$ cat src/hdl/lru_page_replacement_macros.svh
// Assertion macros shared by the page replacement RTL.
// The macros expect a clock named clk and an active-low reset named arst_n in scope.
`ifndef LRU_PAGE_REPLACEMENT_MACROS_SVH
`define LRU_PAGE_REPLACEMENT_MACROS_SVH

// Same-cycle implication, checked outside reset.
`define LRUPR_ASSERT_NOW(lbl, ante, cons, msg) \
	lbl: assert property (@(posedge clk) disable iff (!arst_n) (ante) |-> (cons)) \
		else $error(msg);

// Next-cycle implication, checked outside reset.
`define LRUPR_ASSERT_NEXT(lbl, ante, cons, msg) \
	lbl: assert property (@(posedge clk) disable iff (!arst_n) (ante) |=> (cons)) \
		else $error(msg);

`endif

$ cat src/hdl/lrupr_pkg.sv
// Shared types, sizes and helpers for the LRU page replacement block.
// No dependencies; every other RTL module imports this package.
`default_nettype none

package lrupr_pkg;

	localparam int FRAMES    = 16;
	localparam int PAGE_BITS = 16;

	localparam int PAGE_FIELD_W = 16;
	localparam int SLOT_FIELD_W = 4;
	localparam int CFG_W        = 5;
	localparam int CNT_W        = 16;

	// Stored page width: compare only the low PAGE_BITS of the field.
	localparam int PAGE_W = (PAGE_BITS < PAGE_FIELD_W) ? PAGE_BITS : PAGE_FIELD_W;
	localparam int SLOT_W = (FRAMES > 1) ? $clog2(FRAMES) : 1;
	localparam int RANK_W = SLOT_W;
	localparam int TREE_N = 1 << SLOT_W;

	localparam logic [RANK_W-1:0] RANK_MAX = RANK_W'(FRAMES - 1);
	localparam logic [CNT_W-1:0]  CNT_MAX  = {CNT_W{1'b1}};
	localparam logic [CFG_W-1:0]  CFG_RESET = CFG_W'(16);

	typedef struct packed {
		logic [PAGE_FIELD_W-1:0] page_number;
		logic                    final_reference;
	} in_item_t;

	typedef struct packed {
		logic                    hit;
		logic [SLOT_FIELD_W-1:0] frame_slot;
		logic                    evicted_valid;
		logic [PAGE_FIELD_W-1:0] evicted_page;
		logic [CNT_W-1:0]        fault_total;
		logic [CNT_W-1:0]        hit_total;
	} out_item_t;

	// Reference as held in the queue between front and back.
	typedef struct packed {
		logic [PAGE_W-1:0] page;
		logic              last;
	} ref_t;

	function automatic logic [SLOT_FIELD_W-1:0] slot_field(input logic [SLOT_W-1:0] s);
		logic [SLOT_W+SLOT_FIELD_W-1:0] wide;
		wide = {{SLOT_FIELD_W{1'b0}}, s};
		return wide[SLOT_FIELD_W-1:0];
	endfunction

	function automatic logic [PAGE_FIELD_W-1:0] page_field(input logic [PAGE_W-1:0] p);
		logic [PAGE_W+PAGE_FIELD_W-1:0] wide;
		wide = {{PAGE_FIELD_W{1'b0}}, p};
		return wide[PAGE_FIELD_W-1:0];
	endfunction

endpackage

`default_nettype wire

$ cat src/hdl/lru_page_replacement.sv
// LRU page replacement block.
//
// Input channel (in_valid / in_stall / in_data) carries one page reference per
// transfer: a page number and a flag that marks the last reference of a run.
// Output channel (out_valid / out_stall / out_data) carries one result per
// reference: hit or fault, the frame now holding the page, any evicted page,
// and the saturating fault and hit totals of the run so far.
// cfg_we / cfg_wdata write frames_in_use, the number of frames managed; write
// it only while no reference is in flight.
// A reference goes through a two-entry input queue, then through a lookup state
// for the parallel tag compare and oldest-frame search and an update state for
// the recency and frame update, which loads the result into the output register.
// The block takes the next reference from the queue only after that update,
// set by the compare-then-update loop on the frame table.
// When out_stall is high the finished result waits in the output register; the
// queue keeps taking references until both entries are full, then in_stall
// rises. Reset empties the queue, clears valid bits, ranks and totals, and sets
// frames_in_use to 16. After the final reference the run state clears again.
// Depends on lrupr_pkg, lrupr_front and lrupr_engine.
`default_nettype none

module lru_page_replacement
	import lrupr_pkg::*;
(
	input  wire logic             clk,
	input  wire logic             arst_n,
	input  wire logic             cfg_we,
	input  wire logic [CFG_W-1:0] cfg_wdata,
	input  wire logic             in_valid,
	output logic                  in_stall,
	input  wire in_item_t         in_data,
	output logic                  out_valid,
	input  wire logic             out_stall,
	output out_item_t             out_data
);

	logic q_valid;
	ref_t q_data;
	logic q_pop;

	// Front end: takes each transfer and queues the trimmed reference.
	lrupr_front u_front (
		.clk      (clk),
		.arst_n   (arst_n),
		.in_valid (in_valid),
		.in_stall (in_stall),
		.in_data  (in_data),
		.q_valid  (q_valid),
		.q_data   (q_data),
		.q_pop    (q_pop)
	);

	// Back end: looks the reference up, updates recency and emits the result.
	lrupr_engine u_engine (
		.clk       (clk),
		.arst_n    (arst_n),
		.cfg_we    (cfg_we),
		.cfg_wdata (cfg_wdata),
		.q_valid   (q_valid),
		.q_data    (q_data),
		.q_pop     (q_pop),
		.out_valid (out_valid),
		.out_stall (out_stall),
		.out_data  (out_data)
	);

endmodule

`default_nettype wire

$ cat src/hdl/lrupr_front.sv
// Front end: accepts page references and holds them in a two-entry queue.
// Depends on lrupr_pkg for the item and queue entry types.
`default_nettype none

module lrupr_front
	import lrupr_pkg::*;
(
	input  wire logic     clk,
	input  wire logic     arst_n,
	input  wire logic     in_valid,
	output logic          in_stall,
	input  wire in_item_t in_data,
	output logic          q_valid,
	output ref_t          q_data,
	input  wire logic     q_pop
);

	ref_t       ent_q [2];
	logic       wr_ptr_q;
	logic       rd_ptr_q;
	logic [1:0] cnt_q;
	logic       push;
	ref_t       decoded;

	assign in_stall = (cnt_q == 2'd2);
	assign push     = in_valid && !in_stall;
	assign q_valid  = (cnt_q != 2'd0);
	assign q_data   = ent_q[rd_ptr_q];

	// Trim the page to the compared width and pick out the end-of-run mark.
	assign decoded.page = in_data.page_number[PAGE_W-1:0];
	assign decoded.last = in_data.final_reference;

	always_ff @(posedge clk) begin
		if (push) begin
			ent_q[wr_ptr_q] <= decoded;
		end
	end

	always_ff @(posedge clk or negedge arst_n) begin
		if (!arst_n) begin
			wr_ptr_q <= 1'b0;
			rd_ptr_q <= 1'b0;
			cnt_q    <= 2'd0;
		end else begin
			if (push) begin
				wr_ptr_q <= !wr_ptr_q;
			end
			if (q_pop) begin
				rd_ptr_q <= !rd_ptr_q;
			end
			unique case ({push, q_pop})
				2'b10:   cnt_q <= cnt_q + 2'd1;
				2'b01:   cnt_q <= cnt_q - 2'd1;
				default: cnt_q <= cnt_q;
			endcase
		end
	end

endmodule

`default_nettype wire

$ cat src/hdl/lrupr_engine.sv
// Back end: frame table, recency ranks, run counters and the result register.
// Depends on lrupr_pkg and on the assertion macros header.
`default_nettype none
`include "lru_page_replacement_macros.svh"

module lrupr_engine
	import lrupr_pkg::*;
(
	input  wire logic             clk,
	input  wire logic             arst_n,
	input  wire logic             cfg_we,
	input  wire logic [CFG_W-1:0] cfg_wdata,
	input  wire logic             q_valid,
	input  wire ref_t             q_data,
	output logic                  q_pop,
	output logic                  out_valid,
	input  wire logic             out_stall,
	output out_item_t             out_data
);

	typedef enum logic {
		S_LOOK,
		S_UPDATE
	} state_t;

	state_t             st_q;
	logic [CFG_W-1:0]   frames_in_use_q;
	logic [PAGE_W-1:0]  pages_q [FRAMES];
	logic [FRAMES-1:0]  valid_q;
	logic [RANK_W-1:0]  rank_q [FRAMES];
	logic [CNT_W-1:0]   fault_q;
	logic [CNT_W-1:0]   hit_q;
	logic               out_valid_q;
	out_item_t          out_q;

	// Lookup results carried into the update cycle.
	logic [PAGE_W-1:0]  page_s1;
	logic               last_s1;
	logic               hit_s1;
	logic               fill_s1;
	logic [SLOT_W-1:0]  slot_s1;
	logic [RANK_W-1:0]  rank_s1;
	logic [PAGE_W-1:0]  ev_page_s1;

	logic [TREE_N-1:0]  act;
	logic [TREE_N-1:0]  match;
	logic [TREE_N-1:0]  empty;
	logic               match_any;
	logic               empty_any;
	logic [SLOT_W-1:0]  match_idx;
	logic [SLOT_W-1:0]  empty_idx;
	logic [SLOT_W-1:0]  slot_sel;
	logic [RANK_W-1:0]  tr_rank [2*TREE_N];
	logic [SLOT_W-1:0]  tr_idx  [2*TREE_N];
	logic               tr_ok   [2*TREE_N];
	logic [SLOT_W-1:0]  lru_idx;

	logic               upd_fire;
	logic [RANK_W-1:0]  rank_n [FRAMES];
	logic [FRAMES-1:0]  valid_n;
	logic [CNT_W-1:0]   fault_n;
	logic [CNT_W-1:0]   hit_n;
	out_item_t          res;

	assign q_pop     = (st_q == S_LOOK) && q_valid;
	assign upd_fire  = (st_q == S_UPDATE) && (!out_valid_q || !out_stall);
	assign out_valid = out_valid_q;
	assign out_data  = out_q;

	// Parallel tag compare and empty-frame search over the active frames.
	// Frame zero is always active, so a count of zero behaves as one.
	always_comb begin
		act       = '0;
		match     = '0;
		empty     = '0;
		match_any = 1'b0;
		empty_any = 1'b0;
		match_idx = '0;
		empty_idx = '0;
		for (int i = 0; i < FRAMES; i++) begin
			act[i]   = (i == 0) || (32'(i) < 32'(frames_in_use_q));
			match[i] = act[i] && valid_q[i] && (pages_q[i] == q_data.page);
			empty[i] = act[i] && !valid_q[i];
		end
		for (int i = FRAMES - 1; i >= 0; i--) begin
			if (match[i]) begin
				match_any = 1'b1;
				match_idx = SLOT_W'(i);
			end
			if (empty[i]) begin
				empty_any = 1'b1;
				empty_idx = SLOT_W'(i);
			end
		end
	end

	// Oldest active frame by a balanced tree; equal ranks keep the lower slot.
	always_comb begin
		for (int i = 0; i < 2 * TREE_N; i++) begin
			tr_rank[i] = '0;
			tr_idx[i]  = '0;
			tr_ok[i]   = 1'b0;
		end
		for (int i = 0; i < FRAMES; i++) begin
			tr_rank[TREE_N + i] = rank_q[i];
			tr_idx[TREE_N + i]  = SLOT_W'(i);
			tr_ok[TREE_N + i]   = act[i];
		end
		for (int k = TREE_N - 1; k >= 1; k--) begin
			if (tr_ok[2*k+1] && (!tr_ok[2*k] || (tr_rank[2*k+1] > tr_rank[2*k]))) begin
				tr_rank[k] = tr_rank[2*k+1];
				tr_idx[k]  = tr_idx[2*k+1];
			end else begin
				tr_rank[k] = tr_rank[2*k];
				tr_idx[k]  = tr_idx[2*k];
			end
			tr_ok[k] = tr_ok[2*k] || tr_ok[2*k+1];
		end
		lru_idx = tr_idx[1];
	end

	always_comb begin
		priority if (match_any) begin
			slot_sel = match_idx;
		end else if (empty_any) begin
			slot_sel = empty_idx;
		end else begin
			slot_sel = lru_idx;
		end
	end

	// Recency update. A fill ages every valid frame below the ceiling; a hit or
	// a replacement ages only the frames younger than the touched one.
	always_comb begin
		valid_n = valid_q;
		for (int j = 0; j < FRAMES; j++) begin
			rank_n[j] = rank_q[j];
			if (fill_s1) begin
				if (valid_q[j] && (rank_q[j] < RANK_MAX)) begin
					rank_n[j] = rank_q[j] + RANK_W'(1);
				end
			end else if ((SLOT_W'(j) != slot_s1) && valid_q[j] && (rank_q[j] < rank_s1)) begin
				rank_n[j] = rank_q[j] + RANK_W'(1);
			end
		end
		rank_n[slot_s1]  = '0;
		valid_n[slot_s1] = 1'b1;

		fault_n = fault_q;
		hit_n   = hit_q;
		if (hit_s1) begin
			if (hit_q != CNT_MAX) begin
				hit_n = hit_q + CNT_W'(1);
			end
		end else if (fault_q != CNT_MAX) begin
			fault_n = fault_q + CNT_W'(1);
		end

		res.hit           = hit_s1;
		res.frame_slot    = slot_field(slot_s1);
		res.evicted_valid = !hit_s1 && !fill_s1;
		res.evicted_page  = (!hit_s1 && !fill_s1) ? page_field(ev_page_s1) : '0;
		res.fault_total   = fault_n;
		res.hit_total     = hit_n;
	end

	always_ff @(posedge clk) begin
		if (upd_fire && !hit_s1) begin
			pages_q[slot_s1] <= page_s1;
		end
	end

	always_ff @(posedge clk or negedge arst_n) begin
		if (!arst_n) begin
			st_q            <= S_LOOK;
			frames_in_use_q <= CFG_RESET;
			valid_q         <= '0;
			fault_q         <= '0;
			hit_q           <= '0;
			out_valid_q     <= 1'b0;
			out_q           <= '0;
			page_s1         <= '0;
			last_s1         <= 1'b0;
			hit_s1          <= 1'b0;
			fill_s1         <= 1'b0;
			slot_s1         <= '0;
			rank_s1         <= '0;
			ev_page_s1      <= '0;
			for (int j = 0; j < FRAMES; j++) begin
				rank_q[j] <= '0;
			end
		end else begin
			if (cfg_we) begin
				frames_in_use_q <= cfg_wdata;
			end
			if (out_valid_q && !out_stall) begin
				out_valid_q <= 1'b0;
			end
			unique case (st_q)
				S_LOOK: begin
					if (q_valid) begin
						page_s1    <= q_data.page;
						last_s1    <= q_data.last;
						hit_s1     <= match_any;
						fill_s1    <= !match_any && empty_any;
						slot_s1    <= slot_sel;
						rank_s1    <= rank_q[slot_sel];
						ev_page_s1 <= pages_q[lru_idx];
						st_q       <= S_UPDATE;
					end
				end
				S_UPDATE: begin
					if (upd_fire) begin
						out_q       <= res;
						out_valid_q <= 1'b1;
						st_q        <= S_LOOK;
						if (last_s1) begin
							valid_q <= '0;
							fault_q <= '0;
							hit_q   <= '0;
							for (int j = 0; j < FRAMES; j++) begin
								rank_q[j] <= '0;
							end
						end else begin
							valid_q <= valid_n;
							fault_q <= fault_n;
							hit_q   <= hit_n;
							for (int j = 0; j < FRAMES; j++) begin
								rank_q[j] <= rank_n[j];
							end
						end
					end
				end
				default: st_q <= S_LOOK;
			endcase
		end
	end

	`LRUPR_ASSERT_NEXT(a_pop_then_update, q_pop, st_q == S_UPDATE, "lookup did not lead to update")
	`LRUPR_ASSERT_NEXT(a_update_loads_result, upd_fire, out_valid_q, "update lost its result")
	`LRUPR_ASSERT_NEXT(a_final_clears_run, upd_fire && last_s1, (valid_q == '0) && (fault_q == '0) && (hit_q == '0), "run state not cleared after final reference")
	`LRUPR_ASSERT_NOW(a_hit_never_evicts, out_valid_q, !(out_q.hit && out_q.evicted_valid), "hit reported with eviction")

endmodule

`default_nettype wire

$ cat config.mk
export PLATFORM = sky130hd
export DESIGN_NAME = lru_page_replacement
export DESIGN_NICKNAME = d
export VERILOG_FILES = /design/src/hdl/lrupr_pkg.sv /design/src/hdl/lru_page_replacement.sv /design/src/hdl/lrupr_front.sv /design/src/hdl/lrupr_engine.sv
export VERILOG_INCLUDE_DIRS = /design/src /design/src/hdl
export SDC_FILE = /design/constraint.sdc
export NUM_CORES = 1
export LEC_CHECK = 0
export BUFFER_PORTS_ARGS = -buffer_cell sky130_fd_sc_hd__clkbuf_2
export CORE_MARGIN = 5
export CORE_UTILIZATION = 60
export DETAILED_ROUTE_END_ITERATION = 6
export GPL_TIMING_DRIVEN = 0
export PLACE_DENSITY = 0.77
export SLEW_MARGIN = 20
export SYNTH_ARGS = -nofsm -noshare
export SYNTH_HDL_FRONTEND = slang
export SYNTH_SLANG_ARGS = --single-unit
$ cat constraint.sdc
create_clock -name clk -period 10.18 [get_ports clk]
set_clock_uncertainty 0.15 [all_clocks]
set_input_delay 1.527 -clock clk [delete_from_list [all_inputs] [get_ports clk]]
set_output_delay 1.527 -clock clk [all_outputs]
set_load 0.05 [all_outputs]
==> reports/metrics.cfg, run 1 <==
[finish]
syn2layout_area_growth_pct=12.38
regArea_sq_mm=0.01422
fin_area_sq_mm=0.03388
final_nets=3171
n_fill_cell=3879
drive_gt1_share_pct=13.08
final_cells=3739
multi_input_area_sq_mm=0.01518

[floorplanning]
die_area_sq_mm=0.05483
core_sq_mm=0.04997
dieHeight_um=234.2
die_x_um=234.2
rows=82
top_level_ports=83
start_util_pct=60.34

[sta]
maxSlewViolCount=0
max_slew.worst_pin.slew_ps=1154
fin_crit_ps=9898
period_share_pct=97.23
fmax_ghz=0.1010
setup_viol=0
maxSlewHeadroom_pct=22.37
rsz0062_at_grt=no
finalHoldViolations=0
whs_ps=324.1

[worst_setup_path]
end_kind=flop
cpPeakStageDelay_ps=470
cp_slowest_cell=dfrtp_1
worstPathArrival_ps=10230
critical_path.most_common_cell=ha_1
start_kind=flop
cp_max_fo=10
crit_type=flop to flop
crit_required_ps=10510

[global_routing]
grt-ovfl-total=0
grt_max_degree=93
grt_pass1_wl_um=155500
antenna_found_initial=3
grt_pass1_vias=24460
grtUsageTotal_pct=38.41

[run]
maxCapViolations=0

[synthesis]
ys_seq_area_share_pct=47.15
ys_seq_elements=510
synth_area_per_cell_sq_um=10.54
ys.flop_type=edfxtp_1
synth_cell_types=82
synth_edf_count=290
ys_warn_count=0
synthesis.nets=3014
syn_inst=2861
syn_area_sq_mm=0.03015
ys_async_sr_fraction_pct=43.14

[clock_tree]
clk_pin_slew_ps=60
root_buffer=clkbuf_16
cts_inserted_buffers=55
cts_tree=yes
htreeDepth=2
cts_buffer_depth=3
clk_latency_ps=620
cts_hold_buf=0
clock_sinks=510

[placed_design]
dp_hpwl_um=77640
place.detailed.instances=3630
place.gp.congestion=1.193
place_area_sq_mm=0.03167
io_buffers=82

[route]
first_pass_iters=7
first_iter_violations=3306
wl_per_cell_um=28.67
remaining_drc_errors=4
antenna_left=0
vias_per_cell=6.746
num_vias=25220
wirelength_um=107200

[status]
status=finished, violations left
violations=DRC

[worst_hold_path]
holdCritPathClass=flop to flop

-- flip-flops by register name, summed over array words and instances (netlist names), 5 cells and up --
signal / cells
u_engine.pages_q: 256
u_engine.rank_q: 64
u_engine.out_data: 54
u_front.ent_q: 34
u_engine.ev_page_s1: 16
u_engine.fault_q: 16
u_engine.hit_q: 16
u_engine.page_s1: 16
u_engine.valid_q: 16
u_engine.frames_in_use_q: 5
-- metrics by stage --
stage	worst slack (ps)	setup TNS [ps]	utilization (%)
floorplan	1852	0	-
global placement	-934.3	-12900	62.85
detailed placement	-1176	-17960	63.37
CTS	8.111	0	67.60
global route	2.312	0	67.80
finish	281.9	0	67.81
-- synth_stat cells (13+ instances only) --
master	count	area share [%]
a21oi_1	100	1.7
a221oi_1	18	0.52
a22o_1	44	1.3
a31oi_1	20	0.41
and3_1	13	0.27
buf_2	15	0.25
buf_4	13	0.32
clkbuf_1	79	0.98
dfrtp_1	219	18
edfxtp_1	290	29
ha_1	126	5.2
inv_1	74	0.92
mux2_2	82	3.1
mux2i_1	134	4.4
mux2i_4	16	1.2
nand2_1	323	4.0
nand2b_1	27	0.56
nand3_1	54	0.90
nand4_1	46	0.95
nor2_1	133	1.7
nor2b_1	50	1.0
nor3_1	48	0.80
nor4_1	99	2.1
o21a_1	38	0.95
o21ai_0	277	4.6
o31ai_1	21	0.52
or4_1	16	0.40
xnor2_1	266	7.7
xor2_1	17	0.49
-- cells in the final DEF (no fill, tap or decap), types with 50 or more instances in the layout --
cell type	count
a21oi_1	100
nor2_1	115
clkbuf_2	83
dfrtp_1	218
nand3_1	54
nand2_1	323
xnor2_1	266
o21ai_0	270
mux2i_1	132
clkbuf_1	81
edfxtp_1	290
clkbuf_16	57
nor4_1	99
nor2b_1	50
inv_1	74
mux2_2	82
ha_1	126
-- repair_timing --
action / in CTS / in global routing
setup endpoints to repair: 21 / 20
pin swaps: 1 / 1
setup buffers: 1 / 3
endpoints found under the hold margin: 0 / 0
resized for setup: 21 / 24
-- worst max-delay path, delay by kind of cell, from the launching register on --
kind,cells,cell delay [ps]
AO/OA/AOI/OAI,15,3260
multiplexers,5,1600
buffers and inverters,6,1570
AND/OR/NAND/NOR,7,1360
adder cells (fa/ha/maj),4,1300
flip-flops,1,470
-- cells by family after synthesis --
| group | Yosys count | synth area share (%) |
|---|---|---|
| flops | 510 | 47.15 |
| xor+xnor | 283 | 8.221 |
| simple gates | 874 | 14.34 |
| compound gates | 629 | 13.08 |
| buf+inv | 206 | 3.220 |
| mux | 233 | 8.756 |
| fa+ha+maj | 126 | 5.229 |
-- area by class of cell --
| cell class | count | area share, % |
|---|---|---|
| Buffer | 131 | 2.083 |
| Clock buffer | 69 | 4.549 |
| Inverter | 74 | 0.8198 |
| Sequential cell | 510 | 41.96 |
| Clock inverter | 35 | 1.352 |
| Antenna cell | 2 | 0.01477 |
| Multi-Input combinational cell | 2145 | 44.81 |
| Tap cell | 672 | 2.481 |
| Timing Repair Buffer | 101 | 1.931 |
-- metal layers --
layer	global-route usage (%)	up-vias	share of wire, %	wire, um
li1	-	10880	-	-
met1	47.61	12270	36	38970
met2	59.37	1602	45	47920
met4	28.17	2	8.9	9536
met5	0	-	0.0065	7
met3	8.476	469	10	10760
-- path summary, 6_finish.rpt --
| check | from | to | slack [ps] | depth (start not counted) |
|---|---|---|---|---|
| setup / recovery | u_engine.rank_q[6]$_DFFE_PN0P_ | u_engine.ev_page_s1[12]$_DFFE_PN0P_ | 280 | 37 |
| hold / removal | u_engine.out_data[9]$_DFFE_PN0P_ | u_engine.out_data[9]$_DFFE_PN0P_ | 320 | 2 |
| setup reg to reg | u_engine.rank_q[6]$_DFFE_PN0P_ | u_engine.ev_page_s1[12]$_DFFE_PN0P_ | 280 | 37 |
| hold reg to reg | u_engine.out_data[9]$_DFFE_PN0P_ | u_engine.out_data[9]$_DFFE_PN0P_ | 320 | 2 |
| max in group asynchronous | arst_n | u_engine.page_s1[2]$_DFFE_PN0P_ | 8330 | 2 |
| min in group asynchronous | arst_n | u_engine.rank_q[4]$_DFFE_PN0P_ | 700 | 1 |
Power of run 1 is not shown: default switching activity piles up to over one toggle a cycle in this logic, so the estimate is an artifact.
==> run 2, diff against run 1 <==
CORE_ASPECT_RATIO = 0.75   (was default)
clock period = 10 ns   (was 10.18 ns; I/O delays follow)
==> run 2 against run 1 <==
The run still ends with DRC left. Register-to-register slack got worse by 100 ps. Cell count is 0.56% lower. Hold slack barely moved. First-iteration DRC count rose by 0.97%. Utilization shrank 0.31 points. Sequential cell count stayed put. Count of clock-buffer cells in the layout increased by 1. Global-route usage is 1.2 points higher. Die area barely moved. Highest routed layer unchanged.
==> reports/metrics.cfg, run 2 (synthesized netlist as in run 1, its figures left out) <==
[finish]
final_common_cell=nand2_1
final_cell_mix=nand2_1, edfxtp_1, o21ai_0, xnor2_1, dfrtp_1
syn2layout_area_growth_pct=11.78
final_nets=3170
drive_gt1_share_pct=12.81
fin_area_sq_mm=0.03370
final_cells=3718
largest-register=u_engine.pages_q
n_fill_cell=3861
antenna_cells=0
largest_register_ffs=256

[worst_setup_path]
start_kind=flop
r2r_slack_ps=180
crit_type=flop to flop
cp_slowest_cell=o21ai_0
cpPeakStageDelay_ps=770
crit_required_ps=10360
cpLargestDelayFamily=compound AO/OA/AOI/OAI gates
end_kind=flop
critical_path.most_common_cell=o21a_1
worstPathArrival_ps=10190
crit_buf_inv=7
cp_max_fo=10

[sta]
maxSlewHeadroom_pct=25.09
fin_crit_ps=9822
max_slew.worst_pin.slew_ps=1124
setup_viol=0
finalSetupTns_ps=0
period_share_pct=98.22
fmax_ghz=0.1018
whs_ps=324.6
maxSlewViolCount=0
finalHoldViolations=0

[placed_design]
place_area_sq_mm=0.03165
dp_hpwl_um=80910
place.detailed.instances=3616
place.gp.congestion=1.044
io_buffers=82

[global_routing]
grt_pass1_vias=24480
antenna_found_initial=1
grt-ovfl-total=0
grt_max_degree=89
grt_pass1_wl_um=159900
grtUsageTotal_pct=39.60

[floorplanning]
core_sq_mm=0.04993
die_area_sq_mm=0.05488
rows=71
top_level_ports=83
dieHeight_um=204.1
start_util_pct=60.39
die_x_um=268.8

[route]
num_vias=25230
wl_per_cell_um=29.57
antenna_left=0
first_pass_iters=7
vias_per_cell=6.786
wirelength_um=110000
first_iter_violations=3338
remaining_drc_errors=1

[clock_tree]
clk_latency_ps=660
cts_inserted_buffers=52
cts_buffer_depth=3
htreeDepth=2
cts_hold_buf=0
clk_pin_slew_ps=70
root_buffer=clkbuf_16
clock_sinks=510
cts_tree=yes

[status]
violations=DRC
status=finished, violations left

[worst_hold_path]
holdCritPathClass=flop to flop

[run]
maxCapViolations=0

## run 2: timing repair
action	4_1_cts	5_1_grt
pin swaps	2	0
hold endpoints to repair	0	0
buffers inserted	5	0
resized for setup	18	22
endpoints found under the setup margin	23	20
## run 2: worst reg2reg max path: cells and delay by family (launching register included)
family          cells  cell delay [ps]
compound gates     18             4630
buf+inv             7             1530
simple gates        5             1390
fa+ha+maj           3              970
mux                 2              600
flops               1              440
## run 2: through the flow
step,utilization (%),setup slack (ps)
after floorplan,-,1672
after global placement,62.86,-1073
after detailed placement,63.40,-1363
after CTS,67.32,67.28
after global routing,67.51,-18.03
final,67.51,177.7
## run 2: path summary, 6_finish.rpt
| check | end | cells past startpoint | from |
|---|---|---|---|
| setup / recovery | u_engine.ev_page_s1[9]$_DFFE_PN0P_ | 35 | u_engine.frames_in_use_q[3]$_DFFE_PN0P_ |
| hold / removal | u_engine.out_data[49]$_DFFE_PN0P_ | 2 | u_engine.out_data[49]$_DFFE_PN0P_ |
| setup reg to reg | u_engine.ev_page_s1[9]$_DFFE_PN0P_ | 35 | u_engine.frames_in_use_q[3]$_DFFE_PN0P_ |
| hold reg to reg | u_engine.out_data[49]$_DFFE_PN0P_ | 2 | u_engine.out_data[49]$_DFFE_PN0P_ |
| max in group asynchronous | u_engine.rank_q[61]$_DFFE_PN0P_ | 2 | arst_n |
| min in group asynchronous | u_engine.rank_q[1]$_DFFE_PN0P_ | 1 | arst_n |
## run 2: layout make-up
| cell class | instances | area [sq um] | share of cell area (%) |
|---|---|---|---|
| Buffer | 131 | 713.2 | 2.116 |
| Clock buffer | 70 | 1461 | 4.336 |
| Clock inverter | 28 | 377.9 | 1.121 |
| Inverter | 74 | 277.8 | 0.8242 |
| Multi-Input combinational cell | 2145 | 15160 | 44.98 |
| Sequential cell | 510 | 14220 | 42.18 |
| Tap cell | 657 | 822.0 | 2.439 |
| Timing Repair Buffer | 103 | 673.1 | 1.997 |
## run 2: layer usage
metal  vias to the layer above  global-route usage (%)  routed length, um
met1                     12120                   52.66              42440
met4                         2                   21.90               7833
met2                      1779                   59.47              47050
met3                       438                   10.37              12610
met5                         -                       0                 13
li1                      10890                       -                  -
Power of run 2 is left out for the same reason.
